### src/rtl/lrfw_pkg.sv
package lrfw_pkg;

  localparam int FIFO_DEPTH = 4096;
  localparam int FIFO_AW    = $clog2(FIFO_DEPTH);
  localparam int LVL_W      = FIFO_AW + 1;
  localparam int SMP_W      = 16;
  localparam int STEP_W     = 28;
  localparam int WARM_W     = 4;
  localparam int CFG_AW     = 3;
  localparam int CFG_DW     = 32;

  localparam logic [1:0] CMD_PUSH    = 2'd0;
  localparam logic [1:0] CMD_REQ     = 2'd1;
  localparam logic [1:0] CMD_RESTART = 2'd2;

  // Register index as seen on paddr[2].
  localparam logic CFG_IDX_STEP = 1'b0;
  localparam logic CFG_IDX_WARM = 1'b1;

  localparam logic [STEP_W-1:0] STEP_RESET = 28'd3855059;
  localparam logic [WARM_W-1:0] WARM_RESET = 4'd4;
  localparam logic [WARM_W-1:0] BLOCKS_MAX = 4'd15;

  typedef enum logic [1:0] {
    SEL_ZERO,
    SEL_INTERP,
    SEL_HOLD
  } sel_t;

  typedef struct packed {
    logic [1:0]              cmd;
    logic signed [SMP_W-1:0] left_in;
    logic signed [SMP_W-1:0] right_in;
    logic                    block_end;
  } in_item_t;

  typedef struct packed {
    logic signed [SMP_W-1:0] sample_out;
    logic                    push_accepted;
    logic                    warmup_silence;
    logic                    held_value;
    logic [LVL_W-1:0]        fifo_level;
  } out_item_t;

  typedef struct packed {
    sel_t             sel;
    logic             restart;
    logic             push_accepted;
    logic             warmup_silence;
    logic             held_value;
    logic [LVL_W-1:0] fifo_level;
  } s1_ctl_t;

endpackage

### src/rtl/lrfw_cfg.sv
module lrfw_cfg
  import lrfw_pkg::*;
(
  input  logic              clk,
  input  logic              rst_n,
  input  logic              psel,
  input  logic              penable,
  input  logic              pwrite,
  input  logic [CFG_AW-1:0] paddr,
  input  logic [CFG_DW-1:0] pwdata,
  output logic [CFG_DW-1:0] prdata,
  output logic              pready,
  output logic [STEP_W-1:0] phase_step,
  output logic [WARM_W-1:0] silence_blocks
);

  logic [STEP_W-1:0] step_r;
  logic [WARM_W-1:0] warm_r;
  logic              wr_en;

  assign pready = 1'b1;
  assign wr_en  = psel & penable & pwrite & pready;

  always_ff @(posedge clk) begin
    if (!rst_n) begin
      step_r <= STEP_RESET;
      warm_r <= WARM_RESET;
    end else if (wr_en) begin
      case (paddr[2])
        CFG_IDX_STEP: step_r <= pwdata[STEP_W-1:0];
        CFG_IDX_WARM: warm_r <= pwdata[WARM_W-1:0];
        default: ;
      endcase
    end
  end

  always_comb begin
    case (paddr[2])
      CFG_IDX_STEP: prdata = CFG_DW'(step_r);
      CFG_IDX_WARM: prdata = CFG_DW'(warm_r);
      default:      prdata = '0;
    endcase
  end

  assign phase_step     = step_r;
  assign silence_blocks = warm_r;

endmodule

### config.mk
export PLATFORM = sky130hd
export DESIGN_NAME = lrfw_cfg
export DESIGN_NICKNAME = d
export VERILOG_FILES = /design/src/rtl/lrfw_pkg.sv /design/src/rtl/lrfw_cfg.sv
export SDC_FILE = /design/constraint.sdc
export NUM_CORES = 1
export LEC_CHECK = 0
export BUFFER_PORTS_ARGS = -buffer_cell sky130_fd_sc_hd__buf_2
export CAP_MARGIN = 20
export CORE_MARGIN = 2
export CORE_UTILIZATION = 47
export CTS_BUF_LIST = sky130_fd_sc_hd__clkbuf_8
export DETAILED_ROUTE_END_ITERATION = 8
export GPL_TIMING_DRIVEN = 0
export PLACE_DENSITY = 0.91
export SYNTH_ARGS = -nofsm -noshare
export SYNTH_HDL_FRONTEND = slang
export SYNTH_SLANG_ARGS = --single-unit
### constraint.sdc
create_clock -name clk -period 2.1 [get_ports clk]
set_input_delay 0.42 -clock clk [delete_from_list [all_inputs] [get_ports clk]]
set_output_delay 0.42 -clock clk [all_outputs]
set_load 0.005 [all_outputs]
# ---- Yosys cells after proc, flatten, opt, wreduce, memory -nomap -nowiden
# Index checks and enable logic that the tools add are counted.
dict set report totals {
  inputBits 40
  out_inout_bits 65
  elab_cells 8
  regBits 32
}
dict set report classes {
  reduce_logical 2
  n_mux 1
  bitwise_logic 3
}
# op n
set ops {}
lappend ops {{one-hot mux 32 bit (2 select lines)} 1}
lappend ops {{AND reduction 2 bit} 2}
lappend ops {{AND 1 bit} 2}
lappend ops {{inverter 1 bit} 1}

# ---- Depth between registers and ports, before layout
dict set report logic_depth {
  ltp_word 3
  mapped_depth 4
  depth_no_buf 2
}

# ---- Worst setup path before layout
# Ideal clock, no wire load.
dict set report synth_timing {
  path_kind {input to output}
  from {in paddr[2]}
  to {out prdata[10]}
  path_buffers 2
  stages 3
  t_arrival_ps 958
  setup_slack_ps 722
  t_required_ps 1680
  path_cell_list {buf_2 clkbuf_1 nor2b_1}
}
dict set report synth_between {
  elab_chain_cells 2
}
# item line
set synth_rtl {}
lappend synth_rtl {{start: declaration} lrfw_cfg.sv:9} ;# input logic [CFG_AW-1:0] paddr,
lappend synth_rtl {{inverter 1 bit} --}
lappend synth_rtl {{one-hot mux 32 bit (2 select lines) (*)} lrfw_cfg.sv:38} ;# case (paddr[2])
lappend synth_rtl {{end: declaration} lrfw_cfg.sv:11} ;# output logic [CFG_DW-1:0] prdata,
# Every way passes the cells marked *; elsewhere a longest branch is shown, timed or not. The select of a mux whose other input is x is not followed.

# ---- Worst setup path in the final report
dict set report layout_timing {
  from {in paddr[2]}
  to {out prdata[16]}
}
# Same word-level chain as after synthesis.

==> results by group <==
Status
  • Status: complete, no violations

Cells and area
  • Area grow syn2layout: 38.4%
  • Layout cell share with drive strength beyond 1: 39.9%
  • Non-Filler Instances: 327
  • FILL cells: 301
  • Final instance area: 2230 um2
  • Reg area: 641 um2
  • Multi-input logic area: 860 um2
  • Fin nets: 320
  • Ant. Diodes: 0

STA
  • Final setup vio count: 0
  • Slew @ Worst Pin: 0.515 ns
  • Period utilization: 83.6%
  • Max-slew violations: 0
  • Final min period: 1.76 ns
  • Slew margin rel.: 65.7%
  • Fmax: 570 MHz
  • RSZ-0062 raised after global routing: no
  • Post-route setup TNS: 0 ns
  • Final setup margin: 0.345 ns
  • Clock Skew: 0 ns
  • Fin. Hold Viols: 0

CTS
  • Worst skew pair latency: 0.27 ns
  • Post-CTS Resized: 0
  • Clk root buf: clkbuf_8
  • Setup Fix Bufs, Post-CTS: 0
  • Clk buf depth: 2
  • CTS Buf Count: 5
  • CTS tree: yes
  • Clock transition at the registers of the reported paths: 0.06 ns
  • Clock sinks: 32
  • # hold bufs at CTS: 0
  • # H-tree levels: 2

Placement
  • Cell Area, Placed: 2140 um2
  • Post-place setup slack: 0.319 ns
  • Routability cong.: 0.729
  • Post-DP HPWL: 2860 um
  • Port buffer count: 92
  • Placed Cells: 319

Global route
  • Vias in the first global route: 1330
  • Total GRT Usage: 20.0%
  • Initial antenna violation count: 0
  • First-pass GRT wire length: 6180 um
  • Congestion Overflow GR: 0
  • Largest net degree at the start of global routing: 11

Logic synthesis
  • Sequential element share of the synthesized area: 39.8%
  • Mapped Area: 1610 um2
  • Synth warn: 0
  • Yosys top cell area share: 39.8%
  • Flops & latches, synth: 32
  • Post-synth top area cell: dfxtp_1
  • Commonest cells post-synth: nor2b_1, nand2_1, dfxtp_1, mux2i_1, clkbuf_1
  • Synth top area cells: dfxtp_1, nor2b_1, mux2i_1
  • Post-synth cell types: 13
  • Mapped Cells: 178
  • Count leader, synth: nor2b_1
  • Number of synthesized flops with an enable pin: 0
  • Top FF cell, synth: dfxtp_1
  • Ys async rst share: 0%
  • Syn_area_per_cell: 9.05 um2

Power
  • Worst VDD drop: 409 uV
  • Leak Pwr: 1.03 nW
  • Pwr/cell area: 566 nW/um2

Floorplanning
  • Ports: 105
  • Chip height: 62.6 um
  • Die area: 3910 um2
  • Area of the core: 3310 um2
  • Initial Util: 48.7%
  • Die X: 62.6 um
  • Row count: 21

Route
  • Post-DR vias/cell: 4.53
  • First-pass iteration count of the detailed router: 4
  • Total number of vias: 1482
  • Iter 0 DRT Violations: 38
  • Drt total wl: 3790 um
  • DRC viols: 0
  • Routed Antenna Nets: 0
  • Routed WL per cell: 11.6 um

Worst setup path
  • Crit-path cells: buf_2 -> buf_2 -> clkbuf_1 -> nor2b_1 -> buf_2
  • Arrival time worst endpoint: 1.34 ns
  • Worst Path Class, Setup: in -> out
  • Worst EP required: 1.68 ns
  • Crit end category: output port
  • Most used cell, CP: buf_2
  • Max stage delay on crit path: 0.37 ns
  • Critical path startpoint category: input pin
  • Critical path fanouts, max: 10
  • Critical-path top delay cell: clkbuf_1

Run
  • MaxCap Viol Count: 0

Hold path
  • Worst min-delay path class: in -> reg
[cell usage in the layout (no fill, tap or decap)]
cell	Yosys	final
nand2_1	35	35
buf_8	2	2
mux2i_1	32	32
and4b_1	1	1
dfxtp_1	32	32
and4_1	1	1
buf_2	2	94
inv_1	0	2
nor2b_1	52	52
conb_1	2	5
mux2_2	4	4
buf_6	1	1
clkbuf_8	0	6
buf_4	5	5
clkbuf_1	9	9
[critical path, delay by kind of cell]
family	cells	cell delay [ns]
buffers and inverters	4	0.83
and+or+nand+nor	1	0.08
[logic make-up (layout without fill, tap and decap cells)]
| logic type | count (synthesis) | count (layout) | share of synthesized area, % |
|---|---|---|---|
| other | 2 | 5 | 0.466 |
| DFF | 32 | 32 | 39.8 |
| buffers and inverters | 19 | 119 | 7.61 |
| muxes | 36 | 36 | 22.7 |
| and+or+nand+nor | 89 | 89 | 29.5 |
[cell type report]
cell class / count / area share (%)
timing repair buffer: 92 / 20.6
tap: 46 / 2.58
buffer: 19 / 5.50
multi-input combinational: 130 / 38.5
sequential: 32 / 28.7
clock buffer: 6 / 3.70
clock inverter: 2 / 0.337
[metrics by stage]
| stage | power [mW] | hold slack (ns) | util [%] |
|---|---|---|---|
| finish | 1.26 | 0.393 | 67.4 |
| global route | 1.33 | 0.392 | 67.4 |
| CTS | 1.28 | 0.385 | 67.4 |
| detailed placement | 0.819 | 0.457 | 64.7 |
| global placement | 0.815 | 0.448 | 64.7 |
| floorplan | 0.738 | 0.460 | - |
[sequential cells by signal (all words and copies together), names as in the netlist]
signal / flops
silence_blocks: 4
phase_step: 28
[metal layers]
layer  part of all wire [%]  up-vias  global-route usage, %  wire length (um)
li1                       -      757                      -                 -
met1                     46      664                   24.1              1730
met2                     47       56                   34.8              1790
met3                    6.3        5                   4.68               238
met4                   0.82        0                   6.67                31
met5                      0        -                      0                 0
[final timing paths]
kind,cells after the start,end,from,slack (ns)
worst min register to register,2,phase_step[16],phase_step[16],0.46
worst min-delay path,3,phase_step[18],pwdata[18],0.39
worst max-delay path,5,prdata[16],paddr[2],0.34
worst max register to register,2,phase_step[13],phase_step[13],1.47
[where the power goes]
part,total (mW),switching [mW],internal (mW)
sequential,0.630,0.00916,0.621
clock,0.459,0.202,0.257
combinational,0.174,0.0811,0.0930
(Power assumes the default switching activity.)
