`config.mk`:
```
export PLATFORM = sky130hd
export DESIGN_NAME = lrfw_interp
export DESIGN_NICKNAME = d
export VERILOG_FILES = /design/src/rtl/lrfw_pkg.sv /design/src/rtl/lrfw_interp.sv
export SDC_FILE = /design/constraint.sdc
export NUM_CORES = 1
export LEC_CHECK = 0
export ABC_AREA = 1
export BUFFER_PORTS_ARGS = -buffer_cell sky130_fd_sc_hd__buf_2
export CORE_MARGIN = 3
export CORE_UTILIZATION = 45
export DETAILED_ROUTE_END_ITERATION = 10
export PLACE_DENSITY_LB_ADDON = 0.3
export SYNTH_ARGS = -nofsm -noshare
export SYNTH_HDL_FRONTEND = slang
export SYNTH_SLANG_ARGS = --single-unit
```
`constraint.sdc`:
```
create_clock -name clk -period 25.4 [get_ports clk]
set_clock_uncertainty 0.2 [all_clocks]
set_input_delay 2.54 -clock clk [delete_from_list [all_inputs] [get_ports clk]]
set_output_delay 2.54 -clock clk [all_outputs]
set_load 0.02 [all_outputs]
```
`src/rtl/lrfw_pkg.sv`:
```
package lrfw_pkg;

  localparam int FIFO_DEPTH = 4096;
  localparam int FIFO_AW    = $clog2(FIFO_DEPTH);
  localparam int LVL_W      = FIFO_AW + 1;
  localparam int SMP_W      = 16;
  localparam int STEP_W     = 28;
  localparam int WARM_W     = 4;
  localparam int CFG_AW     = 3;
  localparam int CFG_DW     = 32;

  localparam logic [1:0] CMD_PUSH    = 2'd0;
  localparam logic [1:0] CMD_REQ     = 2'd1;
  localparam logic [1:0] CMD_RESTART = 2'd2;

  // Register index as seen on paddr[2].
  localparam logic CFG_IDX_STEP = 1'b0;
  localparam logic CFG_IDX_WARM = 1'b1;

  localparam logic [STEP_W-1:0] STEP_RESET = 28'd3855059;
  localparam logic [WARM_W-1:0] WARM_RESET = 4'd4;
  localparam logic [WARM_W-1:0] BLOCKS_MAX = 4'd15;

  typedef enum logic [1:0] {
    SEL_ZERO,
    SEL_INTERP,
    SEL_HOLD
  } sel_t;

  typedef struct packed {
    logic [1:0]              cmd;
    logic signed [SMP_W-1:0] left_in;
    logic signed [SMP_W-1:0] right_in;
    logic                    block_end;
  } in_item_t;

  typedef struct packed {
    logic signed [SMP_W-1:0] sample_out;
    logic                    push_accepted;
    logic                    warmup_silence;
    logic                    held_value;
    logic [LVL_W-1:0]        fifo_level;
  } out_item_t;

  typedef struct packed {
    sel_t             sel;
    logic             restart;
    logic             push_accepted;
    logic             warmup_silence;
    logic             held_value;
    logic [LVL_W-1:0] fifo_level;
  } s1_ctl_t;

endpackage

```
`src/rtl/lrfw_interp.sv`:
```
module lrfw_interp
  import lrfw_pkg::*;
#(
  parameter int FB = 24
) (
  input  logic             clk,
  input  logic             rst_n,
  input  logic             s1_valid,
  input  s1_ctl_t          s1_ctl,
  input  logic [FB-1:0]    s1_frac,
  input  logic [SMP_W-1:0] head0,
  input  logic [SMP_W-1:0] head1,
  output logic             s2_ready,
  output logic             out_valid,
  input  logic             out_ready,
  output out_item_t        out_data
);

  localparam int PROD_W = SMP_W + 1 + FB + 1;

  logic                    out_valid_r;
  out_item_t               out_r, out_nxt;
  logic [SMP_W-1:0]        hold_r;
  logic                    load;
  logic signed [SMP_W:0]   diff;
  logic signed [PROD_W-1:0] prod;
  logic signed [PROD_W-1:0] prod_sh;
  logic [SMP_W:0]          interp_sum;
  logic [SMP_W-1:0]        interp;

  assign s2_ready = !out_valid_r || out_ready;
  assign load     = s1_valid && s2_ready;

  // s0 + floor((s1 - s0) * frac / 2^FB), exact for the weighted form.
  assign diff       = $signed({head1[SMP_W-1], head1}) - $signed({head0[SMP_W-1], head0});
  assign prod       = diff * $signed({1'b0, s1_frac});
  assign prod_sh    = prod >>> FB;
  assign interp_sum = {head0[SMP_W-1], head0} + prod_sh[SMP_W:0];
  assign interp     = interp_sum[SMP_W-1:0];

  always_comb begin
    out_nxt                = '0;
    out_nxt.push_accepted  = s1_ctl.push_accepted;
    out_nxt.warmup_silence = s1_ctl.warmup_silence;
    out_nxt.held_value     = s1_ctl.held_value;
    out_nxt.fifo_level     = s1_ctl.fifo_level;
    case (s1_ctl.sel)
      SEL_INTERP: out_nxt.sample_out = interp;
      SEL_HOLD:   out_nxt.sample_out = hold_r;
      default:    out_nxt.sample_out = '0;
    endcase
  end

  always_ff @(posedge clk) begin
    if (!rst_n) begin
      out_valid_r <= 1'b0;
      hold_r      <= '0;
    end else begin
      if (s2_ready) begin
        out_valid_r <= s1_valid;
      end
      if (load) begin
        if (s1_ctl.restart) begin
          hold_r <= '0;
        end else if (s1_ctl.sel == SEL_INTERP) begin
          hold_r <= interp;
        end
      end
    end
  end

  always_ff @(posedge clk) begin
    if (load) begin
      out_r <= out_nxt;
    end
  end

  assign out_valid = out_valid_r;
  assign out_data  = out_r;

endmodule

```
Word-level counts from Yosys, hierarchy flattened --
Cells that the tools add are included.
Word-level totals: bits of input ports 79, word-level logic and storage cells 20, register bits 49
Operators by class: add/sub/neg operators 2, multipliers 1, reductions and logical operators 5, equal/unequal tests 2, multiplexer cells 3
Operator list (number):
- multiplier 17 x 25 -> 40 bit | 1
- 2-to-1 mux 16 bit | 2
- case mux 16 bit (2 select lines) | 1
- subtractor 16 x 16 -> 17 bit | 1
- adder 16 bit | 1
- == test 2 x 1 -> 1 bit, second input constant | 1
- == test 2 bit, second input constant | 1
- AND reduction 2 bit | 1
- nonzero test 2 bit | 1
- logical AND 1 bit | 1
- zero test 1 bit | 1
- logical OR 1 bit | 1

Depth between registers and ports, before layout --
depth in word-level cells 5, depth in mapped cells 51

Least setup slack after synthesis --
Ideal clock, no wire load.
path kind input -> register, from in head1[0], to reg out_r, in the netlist out_data[24], data pin, arrival time 10154 ps, data required time 24930 ps, slack 14776 ps, stages 45, setup time 270 ps, path through inv_1 ha_1 fa_1 inv_1 nand2_1 nand2_2 nand3_2 nand2_2 inv_1 nand2_1 nand2_1 inv_1 clkbuf_1 nand2_1 fa_1 inv_1 fa_1 inv_1 (+9 left out) inv_1 a31oi_1 o21ai_0 a21oi_1 nand2_1 xor2_1 ha_1 inv_1 fa_1 o31ai_1 nand3_1 nand2_1 nand2_1 nand2_1 a21oi_1 or2_1 nand3_1 a21oi_1
RTL lines:
- start, declared | RTL line lrfw_interp.sv:12 | input logic [SMP_W-1:0] head1,
- end signal, assigned | RTL line lrfw_interp.sv:74 | out_r <= out_nxt;
- end, declared | RTL line lrfw_interp.sv:22 | out_item_t out_r, out_nxt;

==> out/qor_table.md <==
| Stage | Parameter | Reported |
|---|---|---|
| timing | Setup Viol. Count Final | 0 |
| placement | Global placer's final weighted congestion | 0.995 |
| hold path | Worst hold-check path type | reg -> reg |
| synthesis | Unique masters post-synth | 47 |
| timing | Post-route setup TNS | 0 ns |
| synthesis | Mapped Avg Cell Area | 7.72 um^2 |
| clock tree | Clock tree from TritonCTS | yes |
| grt | Pin count of the biggest net entering global routing | 33 |
| synthesis | Seq/Total Area, Yosys | 7.75% |
| timing | Final max-slew violation count | 0 |
| run status | Result of the run | completed |
| grt | Total track usage | 24.8% |
| critical path | Most numerous cell on the critical path | sky130_fd_sc_hd__nand2_1 |
| critical path | Endpoint kind of the worst setup timing path | flop |
| synthesis | Synth area leader | sky130_fd_sc_hd__fa_1 |
| route | Via count of the routed design | 14000 |
| clock tree | Hold bufs inserted after CTS | 0 |
| route | Antenna-violating nets left | 0 |
| clock tree | Buffer cell driving the clock tree root | sky130_fd_sc_hd__clkbuf_16 |
| placement | HPWL after DPL | 40.7 mm |
| route | Met1 Routed Length | 20.7 mm |
| route | Starting DRC count in detailed routing | 1003 |
| critical path | CP Data Arrival Time | 12.14 ns |
| critical path | Slowest library cell on the worst path | sky130_fd_sc_hd__inv_1 |
| timing | Max Clk Rate | 81.2 MHz |
| critical path | Critical Setup Path Class | in -> reg |
| timing | Worst slew margin relative to its limit | 16.8% |
| critical path | Critical path's largest stage delay | 0.75 ns |
| synthesis | Post-synth net total | 2746 |
| finish | Layout Nets | 2803 |
| synthesis | Biggest area contributors in the synthesized netlist | sky130_fd_sc_hd__fa_1 (39%), sky130_fd_sc_hd__inv_1 (13%), sky130_fd_sc_hd__ha_1 (12%) |
| floorplanning | Die boundary width | 199 um |
| clock tree | TritonCTS Buffers | 5 |
| floorplanning | Vertical extent of the die | 199 um |
| floorplanning | Starting density of the core | 45.8% |
| grt | Via count of the first global-routing pass | 14700 |
| floorplanning | Area of the placeable core | 36700 um^2 |
| route | Number of detailed-route iterations in the first pass | 6 |
| clock tree | Clock-pin slew reported for the worst setup and hold paths after clock tree synthesis | 0.07 ns |
| route | Total detailed-routing wirelength | 48.1 mm |
| timing | Slew at the pin closest to its max-slew limit | 1.25 ns |
| synthesis | Post-Synthesis Cells | 2175 |
| grt | Global-route wire length before repair | 77.2 mm |
| floorplanning | Row count | 70 |
| synthesis | Share of the synthesized area in the top cell type | 39.3% |
| critical path | Worst endpoint required time | 25.22 ns |
| clock tree | Clock Tree Buf Depth | 2 |
| timing | Endpoints failing hold | 0 |
| timing | RSZ-0062 raised after global routing | false |
| route | Routed wl met3 | 3.67 mm |
| synthesis | Top cell types by occurrence after synthesis | sky130_fd_sc_hd__inv_1 (562), sky130_fd_sc_hd__nand2_1 (484), sky130_fd_sc_hd__fa_1 (330), sky130_fd_sc_hd__nor2_1 (215), sky130_fd_sc_hd__ha_1 (162) |
| critical path | Maximum fanout along the worst path | 22 |
| floorplanning | Die area | 39700 um^2 |
| timing | Final period util | 48.5% |
| clock tree | Number of instances resized during post-cts repair | 0 |
| finish | Total inserted antenna cells | 0 |
| clock tree | H-tree lvl count | 2 |
| route | Highest signal layer in the routed design | met4 |
| finish | End-of-flow core utilization | 48.6% |
| synthesis | Syn. warnings | 0 |
| grt | GR Overflow Total | 0 |
| placement | Number of port buffers | 112 |
| clock tree | Buffer count from post-CTS setup fixing | 0 |
| synthesis | Top-count cell post-synth | sky130_fd_sc_hd__inv_1 |
| critical path | Category of the worst setup path launch point | input pin |
| grt | Initial antenna violation count | 0 |
| route | Wire length on met2 | 22.6 mm |
| clock tree | CTS Sinks | 49 |
| synthesis | Cell area after synthesis | 16800 um^2 |
| clock tree | Clock insertion delay at the later pin of the skew report | 0.29 ns |
| route | Routed wire per std cell | 17.8 um |
| finish | Fraction of layout instances using a drive strength above 1 | 7.79% |
| route | Mean number of vias per cell | 5.19 |
| finish | Synthesis-to-layout area growth | 6.26% |
| synthesis | Synth async-reset ratio | 0% |
| synthesis | EDFF count, synth | 32 |
| route | DRC violations left | 0 |
| synthesis | Flop and latch count out of synthesis | 49 |
| synthesis | Dominant synthesized flop cell | sky130_fd_sc_hd__edfxtp_1 |
| floorplanning | I/O pin count | 113 |
| flow run | Max-capacitance violation count | 0 |
| timing | Final critical-path required period | 12.32 ns |
flip-flops by register name, summed over array words and instances, names as in the netlist:
register	count
out_data	32
hold_r	16
out_valid	1
final timing paths:
kind / start / to / slack, ns / depth (start not counted)
worst min-delay path: hold_r[7]$_SDFFE_PN0P_ / hold_r[7]$_SDFFE_PN0P_ / 0.27 / 2
worst min register to register: hold_r[7]$_SDFFE_PN0P_ / hold_r[7]$_SDFFE_PN0P_ / 0.27 / 2
worst max register to register: out_valid$_SDFFE_PN0N_ / out_data[26]$_DFFE_PP_ / 23.42 / 3
worst max-delay path: head0[0] / out_data[24]$_DFFE_PP_ / 13.08 / 41
area by class of cell:
cell class	instances	area [um^2]
clock buffers	5	125
clock inverters	3	43.8
fillers	3673	18900
inverters	571	2140
multi-input cells	1490	13100
flip-flops and latches	49	1300
well taps	468	586
repair buffers	115	583
per-stage QoR:
step,hold WS (ns),worst slack (ns),area [um^2],std cells
after floorplan,0.245,14.78,16800,2175
after global placement,0.252,12.86,17700,2693
after detailed placement,0.257,12.90,17700,2693
after CTS,0.268,13.18,17800,2701
after global routing,0.284,12.40,17800,2701
final,0.270,13.08,17800,2701
layer usage:
layer | GRT usage (%) | vias to the layer above
met1 | 34.3 | 6941
li1 | - | 6494
met4 | 5.41 | 0
met5 | 0 | -
met2 | 41.2 | 509
met3 | 4.47 | 78
critical path: cells and delay by family:
family	cells	cell delay, ns
adder cells (fa/ha/maj)	11	4.88
AND/OR/NAND/NOR	16	2.22
buffers and inverters	9	1.30
AO/OA/AOI/OAI	4	0.72
XOR/XNOR	1	0.43
placed cells by master (no fill, tap or decap), types with 2 or more instances in the layout:
cell type                   Yosys  final
sky130_fd_sc_hd__inv_1        562    562
sky130_fd_sc_hd__nand2_1      484    484
sky130_fd_sc_hd__fa_1         330    330
sky130_fd_sc_hd__nor2_1       215    215
sky130_fd_sc_hd__ha_1         162    162
sky130_fd_sc_hd__buf_2         13    112
sky130_fd_sc_hd__a21oi_1       96     96
sky130_fd_sc_hd__nand3_1       53     53
sky130_fd_sc_hd__edfxtp_1      32     32
sky130_fd_sc_hd__o21ai_0       20     20
sky130_fd_sc_hd__nand2_2       18     18
sky130_fd_sc_hd__dfxtp_1       17     17
sky130_fd_sc_hd__nor3_1        13     13
sky130_fd_sc_hd__xor2_1        13     13
sky130_fd_sc_hd__or2_2          8      8
sky130_fd_sc_hd__nand3_2        7      7
sky130_fd_sc_hd__xnor2_1        7      7
sky130_fd_sc_hd__o21ai_1        6      6
sky130_fd_sc_hd__inv_2          6      6
sky130_fd_sc_hd__nor4_1         5      5
sky130_fd_sc_hd__o21bai_1       5      5
sky130_fd_sc_hd__or2_1          5      5
sky130_fd_sc_hd__o21a_1         5      5
sky130_fd_sc_hd__a31oi_1        5      5
sky130_fd_sc_hd__clkbuf_16      0      5
sky130_fd_sc_hd__nand3b_1       4      4
sky130_fd_sc_hd__o31ai_1        3      3
sky130_fd_sc_hd__a21oi_2        3      3
sky130_fd_sc_hd__clkinv_1       3      3
sky130_fd_sc_hd__a21o_1         3      3
sky130_fd_sc_hd__o211a_1        3      3
sky130_fd_sc_hd__buf_4          1      3
sky130_fd_sc_hd__nand4_1        2      2
sky130_fd_sc_hd__nor2_2         2      2
sky130_fd_sc_hd__o211ai_1       2      2
logic make-up (layout without fill, tap and decap cells):
family / Yosys count / in the layout / synth area share, %
xor+xnor: 21 / 21 / 1.21
compound gates: 156 / 156 / 5.24
fa+ha+maj: 492 / 492 / 51.4
buf+inv: 636 / 694 / 14.5
flops: 49 / 49 / 7.75
simple gates: 821 / 821 / 19.9
Power is left out: the tool's default activity adds up to more than one toggle a clock period on the data nets, which glitch-free logic cannot reach.
