--- config.mk ---
export PLATFORM = sky130hd
export DESIGN_NAME = lrfw_ctrl
export DESIGN_NICKNAME = d
export VERILOG_FILES = /design/src/rtl/lrfw_pkg.sv /design/src/rtl/lrfw_ctrl.sv
export SDC_FILE = /design/constraint.sdc
export NUM_CORES = 1
export LEC_CHECK = 0
export BUFFER_PORTS_ARGS = -buffer_cell sky130_fd_sc_hd__buf_4
export CORE_ASPECT_RATIO = 1.25
export CORE_UTILIZATION = 35
export DETAILED_ROUTE_END_ITERATION = 10
export GPL_TIMING_DRIVEN = 1
export HOLD_SLACK_MARGIN = 0.03
export PLACE_DENSITY = 0.59
export SLEW_MARGIN = 20
export SYNTH_ARGS = -nofsm -noshare
export SYNTH_HDL_FRONTEND = slang
export SYNTH_SLANG_ARGS = --single-unit
--- constraint.sdc ---
create_clock -name clk -period 8.6 [get_ports clk]
set_input_delay 0.86 -clock clk [delete_from_list [all_inputs] [get_ports clk]]
set_output_delay 0.86 -clock clk [all_outputs]
set_load 0.01 [all_outputs]
--- src/rtl/lrfw_pkg.sv ---
package lrfw_pkg;

  localparam int FIFO_DEPTH = 4096;
  localparam int FIFO_AW    = $clog2(FIFO_DEPTH);
  localparam int LVL_W      = FIFO_AW + 1;
  localparam int SMP_W      = 16;
  localparam int STEP_W     = 28;
  localparam int WARM_W     = 4;
  localparam int CFG_AW     = 3;
  localparam int CFG_DW     = 32;

  localparam logic [1:0] CMD_PUSH    = 2'd0;
  localparam logic [1:0] CMD_REQ     = 2'd1;
  localparam logic [1:0] CMD_RESTART = 2'd2;

  // Register index as seen on paddr[2].
  localparam logic CFG_IDX_STEP = 1'b0;
  localparam logic CFG_IDX_WARM = 1'b1;

  localparam logic [STEP_W-1:0] STEP_RESET = 28'd3855059;
  localparam logic [WARM_W-1:0] WARM_RESET = 4'd4;
  localparam logic [WARM_W-1:0] BLOCKS_MAX = 4'd15;

  typedef enum logic [1:0] {
    SEL_ZERO,
    SEL_INTERP,
    SEL_HOLD
  } sel_t;

  typedef struct packed {
    logic [1:0]              cmd;
    logic signed [SMP_W-1:0] left_in;
    logic signed [SMP_W-1:0] right_in;
    logic                    block_end;
  } in_item_t;

  typedef struct packed {
    logic signed [SMP_W-1:0] sample_out;
    logic                    push_accepted;
    logic                    warmup_silence;
    logic                    held_value;
    logic [LVL_W-1:0]        fifo_level;
  } out_item_t;

  typedef struct packed {
    sel_t             sel;
    logic             restart;
    logic             push_accepted;
    logic             warmup_silence;
    logic             held_value;
    logic [LVL_W-1:0] fifo_level;
  } s1_ctl_t;

endpackage

--- src/rtl/lrfw_ctrl.sv ---
module lrfw_ctrl
  import lrfw_pkg::*;
#(
  parameter int FB = 24
) (
  input  logic               clk,
  input  logic               rst_n,
  input  logic               in_valid,
  output logic               in_ready,
  input  in_item_t           in_data,
  input  logic [STEP_W-1:0]  phase_step,
  input  logic [WARM_W-1:0]  silence_blocks,
  input  logic               s2_ready,
  output logic               s1_valid,
  output s1_ctl_t            s1_ctl,
  output logic [FB-1:0]      s1_frac,
  output logic               ram_we,
  output logic [FIFO_AW-1:0] ram_waddr,
  output logic [SMP_W-1:0]   ram_wdata,
  output logic               ram_re,
  output logic [FIFO_AW-1:0] ram_raddr_a,
  output logic [FIFO_AW-1:0] ram_raddr_b
);

  localparam int SUM_W = ((FB > STEP_W) ? FB : STEP_W) + 1;
  localparam int POP_W = SUM_W - FB;
  localparam int CMP_W = (POP_W > LVL_W) ? POP_W : LVL_W;

  logic [FIFO_AW-1:0] rp_r, rp_nxt;
  logic [LVL_W-1:0]   cnt_r, cnt_nxt;
  logic [FB-1:0]      frac_r, frac_nxt;
  logic [WARM_W-1:0]  blocks_r, blocks_nxt;
  logic               und_r, und_nxt;
  logic               s1_valid_r;
  s1_ctl_t            s1_r, ctl_nxt;
  logic [FB-1:0]      s1_frac_r;

  logic               s1_load_ok;
  logic               accept;
  logic               latch_now;
  logic [SUM_W-1:0]   step_sum;
  logic [CMP_W-1:0]   pops_ext;
  logic [LVL_W-1:0]   pops_c;
  logic signed [SMP_W:0] pair_sum;

  assign s1_load_ok = !s1_valid_r || s2_ready;
  assign in_ready   = s1_load_ok;
  assign accept     = in_valid && in_ready;

  // Whole samples passed by this step, limited to what is stored.
  assign step_sum = SUM_W'(frac_r) + SUM_W'(phase_step);
  assign pops_ext = CMP_W'(step_sum[SUM_W-1:FB]);
  assign pops_c   = (pops_ext > CMP_W'(cnt_r)) ? cnt_r : pops_ext[LVL_W-1:0];

  // Floor of the average is the sum shifted right with its sign.
  assign pair_sum  = {in_data.left_in[SMP_W-1], in_data.left_in}
                   + {in_data.right_in[SMP_W-1], in_data.right_in};
  assign ram_wdata = pair_sum[SMP_W:1];
  assign ram_waddr = rp_r + cnt_r[FIFO_AW-1:0];

  // Head samples are read on every accepted item; only requests use them.
  assign ram_re      = accept;
  assign ram_raddr_a = rp_r;
  assign ram_raddr_b = rp_r + FIFO_AW'(1);

  always_comb begin
    rp_nxt     = rp_r;
    cnt_nxt    = cnt_r;
    frac_nxt   = frac_r;
    blocks_nxt = blocks_r;
    und_nxt    = und_r;
    ram_we     = 1'b0;
    latch_now  = 1'b0;
    ctl_nxt    = '0;
    ctl_nxt.sel = SEL_ZERO;
    if (accept) begin
      case (in_data.cmd)
        CMD_PUSH: begin
          if (cnt_r < LVL_W'(FIFO_DEPTH)) begin
            ram_we  = 1'b1;
            cnt_nxt = cnt_r + LVL_W'(1);
            ctl_nxt.push_accepted = 1'b1;
          end
        end
        CMD_REQ: begin
          if (blocks_r < silence_blocks) begin
            ctl_nxt.warmup_silence = 1'b1;
          end else begin
            latch_now = und_r || (cnt_r < LVL_W'(2));
            und_nxt   = latch_now;
            if (latch_now) begin
              ctl_nxt.sel        = SEL_HOLD;
              ctl_nxt.held_value = 1'b1;
            end else begin
              ctl_nxt.sel = SEL_INTERP;
              frac_nxt    = step_sum[FB-1:0];
              rp_nxt      = rp_r + pops_c[FIFO_AW-1:0];
              cnt_nxt     = cnt_r - pops_c;
            end
          end
          if (in_data.block_end) begin
            if (blocks_r != BLOCKS_MAX) begin
              blocks_nxt = blocks_r + WARM_W'(1);
            end
            und_nxt = 1'b0;
          end
        end
        CMD_RESTART: begin
          rp_nxt     = '0;
          cnt_nxt    = '0;
          frac_nxt   = '0;
          blocks_nxt = '0;
          und_nxt    = 1'b0;
          ctl_nxt.restart = 1'b1;
        end
        default: ;
      endcase
      ctl_nxt.fifo_level = cnt_nxt;
    end
  end

  always_ff @(posedge clk) begin
    if (!rst_n) begin
      rp_r       <= '0;
      cnt_r      <= '0;
      frac_r     <= '0;
      blocks_r   <= '0;
      und_r      <= 1'b0;
      s1_valid_r <= 1'b0;
    end else begin
      rp_r     <= rp_nxt;
      cnt_r    <= cnt_nxt;
      frac_r   <= frac_nxt;
      blocks_r <= blocks_nxt;
      und_r    <= und_nxt;
      if (s1_load_ok) begin
        s1_valid_r <= accept;
      end
    end
  end

  always_ff @(posedge clk) begin
    if (accept) begin
      s1_r      <= ctl_nxt;
      s1_frac_r <= frac_r;
    end
  end

  assign s1_valid = s1_valid_r;
  assign s1_ctl   = s1_r;
  assign s1_frac  = s1_frac_r;

  a_level_bound: assert property (@(posedge clk) disable iff (!rst_n)
    cnt_r <= LVL_W'(FIFO_DEPTH))
    else $error("FIFO level beyond depth");

  a_restart_clears: assert property (@(posedge clk) disable iff (!rst_n)
    accept && in_data.cmd == CMD_RESTART |=> cnt_r == '0 && rp_r == '0 && !und_r)
    else $error("restart left FIFO state behind");

  a_s1_holds: assert property (@(posedge clk) disable iff (!rst_n)
    s1_valid_r && !s2_ready |=> s1_valid_r && $stable(s1_r) && $stable(s1_frac_r))
    else $error("stalled stage lost its item");

  a_full_refused: assert property (@(posedge clk) disable iff (!rst_n)
    accept && in_data.cmd == CMD_PUSH && cnt_r == LVL_W'(FIFO_DEPTH) |-> !ram_we)
    else $error("push written into a full FIFO");

endmodule

# Word level (Yosys, flattened, before mapping)
# Index checks and enable logic that the tools add are counted.
[word_totals] reg_bits=98 output_inout_bits=99 elab_cells=68
[classes] mux=24 bitwise_logic=1 magnitude_cmp=4 n_reduce_logical=10 addsub=8 n_eq_ne=8
[ops] op="$mux W13" n=4
[ops] op="$mux W24" n=2
[ops] op="$pmux W24 S2" n=1
[ops] op="$pmux W13 S3" n=1
[ops] op="$add A24 B28 Y29" n=1
[ops] op="$add A12 B12 Y12" n=2
[ops] op="$mux W12" n=2
[ops] op="$pmux W12 S2" n=1
[ops] op="$add A16 B16 Y17" n=1
[ops] op="$add A13 B1 Y13 const B" n=1
[ops] op="$gt A5 B13 Y1" n=1
[ops] op="$lt A13 B13 Y1 const B" n=1
[ops] op="$lt A13 B2 Y1 const B" n=1
[ops] op="$sub A13 B13 Y13" n=1
[ops] op="$add A12 B1 Y12 const B" n=1
[ops] op="$mux W1" n=8
[ops] op="$mux W4" n=2
[ops] op="$ne A2 B2 Y1 const B" n=4
[ops] op="$pmux W4 S2" n=1
[ops] op="$reduce_and A4 Y1" n=2
[ops] op="$add A4 B1 Y4 const B" n=1
[ops] op="$lt A4 B4 Y1" n=1
[ops] op="$ne A4 B4 Y1 const B" n=1
[ops] op="$ne A3 B3 Y1 const B" n=1
[ops] op="other kinds (12)" n=13

# Depth between registers and ports, before layout
# Gate-level depths: netlist (run 1).
[logic_depth] depth_word=7 ltp_mapped=31 mapped_depth_nobuf=31

# Worst setup path after synthesis (run 1)
# OpenSTA, ideal clock, no wires.
[synth_path] kind="input to register" from="in phase_step[5]" to="reg s1_r (netlist bit s1_ctl[7]), data pin" path_stages=27 slack_ns=2.083 arrival_time_ns=6.389 required_ns=8.472 cell_sequence="ha_1 -> o21a_1 -> o21a_4 -> a2111oi_4 -> nor2_2 -> a311oi_4 -> o31ai_2 -> a211o_1 -> nand4_1 -> ha_1 -> nor2b_1 -> o21a_1 -> o21ai_0 -> a21oi_1 -> o221a_2 -> inv_1 -> o21ai_0 -> a311oi_1 -> ha_1 -> nor2b_1 -> o21ai_0 -> a21boi_0 -> o21ai_1 -> nand4b_1 -> or4_1 -> a211oi_1 -> or2_2"
[synth_lines] element="start, declared" line_no="lrfw_ctrl.sv:11" text="input logic [STEP_W-1:0] phase_step,"
[synth_lines] element="end signal, assigned" line_no="lrfw_ctrl.sv:144" text="s1_r <= ctl_nxt;"
[synth_lines] element="end, declared" line_no="lrfw_ctrl.sv:35" text="s1_ctl_t s1_r, ctl_nxt;"

==> run metrics, run 1 <==
status finished, final reports clean; Synth Area in Simple Gates 18.8%; Longest Clk Path Bufs 2; CTS tree yes; final setup vio count 0; XOR/XNOR share of the synthesized area 6.24%; starting density of the core 36.1%; hold endpoint s1_frac[23]; CTS H-tree depth 3; Compound-Gate Fraction of Synth Area 25.9%; Num Clock Sinks 97; RR Startpoint frac_r[4]; worst path arrival time 7420 ps; Area Overhead vs Synth 23.7%; Adder-Cell Fraction of Synth Area 14.2%; WHS Path Cells 0; Yosys reg bits 97; Syn Area/Cell 8.78 um^2; HP Start frac_r[23]; pin count of the biggest net entering global routing 65; Layout Utilization 44.6%; Worst Hold Class reg -> reg; DP Worst Slack 1120 ps; Main synth FF type dfxtp_1; period utilization 83.5%; die height 169 um; DR pass1 iterations 5; starting DRC count in detailed routing 359; Power Density 139 mW/mm^2; die width 136 um; CP max-delay cell or4_1; R2R cell count 27; share of cells above drive strength 1 20.8%; die area 0.0230 mm^2; CP required 8840 ps; initial antenna violation count 0; reg-to-reg endpoint s1_ctl[7]; delay-heaviest family, CP compound AO/OA/AOI/OAI gates; Final WS setup 1420 ps; GR Overflow Total 0; row count 60; static leakage 4.28 nW; distinct cell type count after synthesis 86; aggregate global-route resource usage 20.0%; clk slew on worst S/H paths 70 ps; nets 1204; Post-Syn Area 0.00786 mm^2; Final Hold Fails 0; VDD IR max 0.103 mV; Setup Total Neg Slack 0 ps; Post-synth EDFFs 42; min cycle time layout 7180 ps; Pins Over Slew Limit 0; clock skew 8.02 ps; RSZ-0062 raised after global routing false; reg2reg setup slack 1680 ps; Crit Path Max Fanout 15; Post-Syn Instances 895; residual DRC count 0; Crit. End Element register; commonest non-fill, non-tap cell in the layout buf_4; slew margin rel. 36.8%; post-cts sizing count 0; Seq/Total Area, Yosys 30.1%; max_cap viols 0; # Post-CTS Setup Buffers 0; Core Box Area 0.0218 mm^2; final antenna-violating net count 0; wire per inst 17.2 um; most frequent cells in the layout 173 x buf_4, 81 x ha_1, 63 x nand2_1; asr flop ratio synth 0%; global-route wire length before repair 36000 um; largest family of logic cells by synthesized area compound AO/OA/AOI/OAI gates; Diodes inserted 0; Critical Path Max Stage Delay 520 ps; GP Congestion 0.893; synth warn 0; via count 7337; CP Buf/Inv Count 2; worst-margin pin slew 945 ps; cts hold-fix bufs 0; Final Routed Wirelength 22900 um; Worst setup SP type primary input; post-DP HPWL 16800 um; Num CTS Buffers 9; CTS Root Cell clkbuf_16; # IOs 170; vias in the first global route 7127; f_max 139 MHz; PortBufs 169; CP Class in -> reg; clock latency on the worst-skew pair 370 ps; mux share of post-synthesis cell area 0.382%; worst hold slack 471 ps; DR vias/cell 5.51
==> flip-flops by register name, indices dropped and copies added, names as in the netlist <==
signal / count
s1_frac: 24
frac_r: 24
und_r: 1
s1_valid: 1
ram_raddr_a: 12
blocks_r: 4
s1_ctl: 18
cnt_r: 13
==> final cells by class <==
cell class	count	area [um^2]
Fill cell	2169	12100
Multi-Input combinational cell	715	5160
Sequential cell	97	2360
Timing Repair Buffer	173	1300
Tap cell	279	349
Clock buffer	9	225
Inverter	51	191
Clock inverter	7	124
==> routing by layer <==
metal / vias up / wire (um) / global-route usage, %
met3: 35 / 1170 / 2.36
met5: - / 0 / 0
met2: 228 / 11500 / 36.6
li1: 3631 / - / -
met4: 0 / 637 / 8.74
met1: 3443 / 9550 / 23.0
==> synthesized netlist by cell type (all sizes together) (3+ instances only) <==
master	instances	area (um^2)
o31ai	5	42.5
a21oi	62	314
o211a	4	40.0
a2111oi	5	101
o21ba	8	80.1
o21ai	57	293
mux2i	3	30.0
xor2	18	158
xnor2	38	333
nand2b	8	50.1
and3	13	81.3
a32o	8	80.1
nor2b	30	188
o22ai	6	37.5
a21boi	23	173
nand4	13	81.3
o41ai	3	26.3
nor2	55	216
nor4	12	81.3
nand2	63	236
clkbuf	29	109
nor3	17	85.1
a31oi	10	62.6
edfxtp	42	1260
fa	5	100
nand3	21	105
and2	7	46.3
o31a	7	61.3
ha	81	1010
inv	51	191
o211ai	4	30.0
o21a	13	105
or3	15	93.8
or4	6	45.0
dfxtp	55	1100
a211oi	14	105
o311ai	5	43.8
a21o	20	150
o21bai	5	37.5
buf	8	46.3
or2	6	37.5
nor3b	6	50.1
==> logic make-up after synthesis <==
kind of cell,after synthesis
XOR/XNOR,56
flip-flops,97
AO/OA/AOI/OAI,283
buffers and inverters,88
multiplexers,3
other,1
AND/OR/NAND/NOR,281
adder cells (fa/ha/maj),86
==> worst max-delay path by stage <==
stage / startpoint / end / slack, ps / cells past startpoint
after floorplan: phase_step[5] / s1_ctl[7] / 2080 / 27
after global placement: phase_step[4] / s1_ctl[7] / 1270 / 28
after detailed placement: phase_step[4] / s1_ctl[7] / 1120 / 28
after CTS: phase_step[4] / s1_ctl[7] / 1490 / 28
after global routing: phase_step[4] / s1_ctl[7] / 810 / 28
final: phase_step[4] / s1_ctl[7] / 1420 / 28
==> where the power goes <==
| part | internal [mW] | switching [mW] | leakage [nW] |
|---|---|---|---|
| clock network | 0.288 | 0.201 | 0.167 |
| logic | 0.159 | 0.184 | 3.24 |
| registers | 0.502 | 0.0211 | 0.871 |
| total | 0.949 | 0.406 | 4.28 |
==> stage by stage <==
stage / cell area, um^2 / total power [mW] / instances
final: 9720 / 1.35 / 1331
after global placement: 9370 / 0.875 / 1315
after CTS: 9720 / 1.37 / 1331
after global routing: 9720 / 1.42 / 1331
after floorplan: 7870 / 0.741 / 900
after detailed placement: 9370 / 0.875 / 1315
Power figures use the tool's default switching activity.
==> run 2, diff against run 1 <==
Settings changed: PLACE_DENSITY 0.59 to 0.61.
Clock period 8.6 ns to 6.6 ns, I/O delays scaled along.
==> run 2 against run 1 <==
Critical path depth is 1 higher. First-iteration DRC count is 4.2% lower. Die area stayed put. Register-to-register slack worse by 1200 ps. Global-route usage is 0.40 points higher. Worst hold slack worse by 3.6 ps. Cell area is 3.8% higher. Sequential share of layout area is 0.89 points lower. Sequential power is 30% higher. Via count is 2.8% higher. Critical path type unchanged. Largest power group unchanged.
==> run metrics, run 2 (synthesis results as in run 1) <==
fin cells 1379 (+3.6%); die width 136 um (unchanged); final setup vio count 0 (unchanged); static leakage 4.51 nW (+5.3%); Diodes inserted 0 (unchanged); delay-heaviest family, CP compound AO/OA/AOI/OAI gates; final instance area 0.0101 mm^2 (+3.8%); PortBufs 169 (unchanged); Core Box Area 0.0218 mm^2 (unchanged); DP Worst Slack -177 ps (-1290 ps); max_cap viols 0 (unchanged); clock latency on the worst-skew pair 360 ps (about the same); wire per inst 16.9 um (-1.5%); CP required 6840 ps (-2000 ps); WHS Path Cells 0 (unchanged); switching power 544 uW (+34%); Pins Over Slew Limit 0 (unchanged); Placed Instances 1359 (+3.3%); most frequent cells in the layout 221 x buf_4, 79 x ha_1, 63 x nand2_1; starting DRC count in detailed routing 344 (-4.2%); min cycle time layout 6170 ps; Num Clock Sinks 97 (unchanged); sequential power share 40.2% (+1.6 points); global-route wire length before repair 36800 um (+2.4%); die height 169 um (unchanged); Pint 1.15 mW (+21%); residual DRC count 0 (unchanged); clk slew on worst S/H paths 80 ps (about the same); Longest Clk Path Bufs 2 (unchanged); Worst setup SP type primary input; vias in the first global route 7358 (+3.2%); final antenna-violating net count 0 (unchanged); clock skew 7.79 ps (-0.232 ps); placed cell area 0.00970 mm^2 (+3.5%); commonest non-fill, non-tap cell in the layout buf_4; Critical Path Max Stage Delay 540 ps (+20 ps); aggregate global-route resource usage 20.4% (+0.40 points); Worst Hold Class reg -> reg; CP max-delay cell or4b_1; R2R cell count 28 (+3.7%); pin count of the biggest net entering global routing 64 (-1.5%); worst-margin pin slew 856 ps (-89.2 ps); DR vias/cell 5.47 (-0.73%); CP Buf/Inv Count 3 (+1); Crit. End Element register; combinational share of power 28.5% (+3.2 points); CP Class in -> reg; GP Congestion 0.886 (-0.79%); worst path arrival time 6410 ps (-1010 ps); filler cell count 2175 (+0.28%); post-DP HPWL 17300 um (+3.0%); VDD IR max 0.111 mV (+8.3%); CP dominant cell by count ha_1; row count 60 (unchanged); initial antenna violation count 0 (unchanged); via count 7546 (+2.8%); period utilization 93.5%; stages on the worst setup path 29 (+3.6%); CTS H-tree depth 3 (unchanged); share of cells above drive strength 1 25.3% (+4.5 points); status finished, final reports clean; slew margin rel. 42.8% (+6.0 points); die area 0.0230 mm^2 (unchanged); Final Hold Fails 0 (unchanged); CTS Root Cell clkbuf_16; Power Density 168 mW/mm^2 (+21%); DR pass1 iterations 5 (unchanged); f_max 162 MHz; GR Overflow Total 0 (unchanged); CTS tree yes; Final Routed Wirelength 23300 um (+2.0%); Crit Path Max Fanout 8 (-7); Final WS setup 427 ps (-995 ps); Net Sw Frac 32.1% (+2.1 points); cts hold-fix bufs 0 (unchanged); starting density of the core 36.1% (unchanged); nets 1252 (+4.0%); Area Overhead vs Synth 28.4%; Num CTS Buffers 9 (unchanged); clock power share 31.3% (-4.8 points); # IOs 170 (unchanged)
-- run 2: cell types whose count changed in the layout (fill, tap and decap cells not counted), sizes merged --
cell	delta
buf	+48
bufinv	-3
clkinvlp	+1
clkinv	+2
-- run 2: through the flow --
stage               setup TNS, ps  total power [mW]  util [%]  hold slack, ps
detailed placement          -1180              1.16      44.5             448
global route                -37.4              1.79      46.3             483
global placement            -45.3              1.16      44.5             443
floorplan                       0             0.965         -             428
CTS                             0              1.70      45.9             466
finish                          0              1.70      46.3             468
-- run 2: path summary, 6_finish.rpt --
| kind | startpoint | to | slack, ps |
|---|---|---|---|
| setup / recovery | phase_step[10] | s1_ctl[7] | 430 |
| hold reg to reg | frac_r[20] | s1_frac[20] | 470 |
| setup reg to reg | frac_r[10] | s1_ctl[7] | 510 |
| hold / removal | frac_r[20] | s1_frac[20] | 470 |
-- run 2: power by group through the flow --
| stage | logic, mW | registers, mW | clock network, mW |
|---|---|---|---|
| floorplan | 0.274 | 0.692 | 0 |
| global placement | 0.468 | 0.694 | 0 |
| detailed placement | 0.469 | 0.695 | 0 |
| CTS | 0.473 | 0.681 | 0.547 |
| global route | 0.530 | 0.686 | 0.570 |
| finish | 0.483 | 0.682 | 0.531 |
-- run 2: layout make-up --
cell class | count | area (um^2) | share of cell area, %
clock inverter | 7 | 63.8 | 0.633
inverter | 51 | 191 | 1.90
sequential | 97 | 2360 | 23.4
tap | 279 | 349 | 3.46
timing repair buffer | 221 | 1660 | 16.4
clock buffer | 9 | 225 | 2.23
multi-input combinational | 715 | 5240 | 51.9
-- run 2: routing by layer --
metal,GRT usage [%],wire [um],up-vias
met5,0,0,-
met4,6.96,557,0
met3,3.46,1250,30
met2,38.0,12200,211
met1,23.0,9390,3574
li1,-,-,3731
-- run 2: timing repair --
item / in CTS / in global routing
buffers inserted: 0 / 4
endpoints found under the setup margin: 0 / 20
hold endpoints to repair: 0 / 0
gates resized for setup: 0 / 20
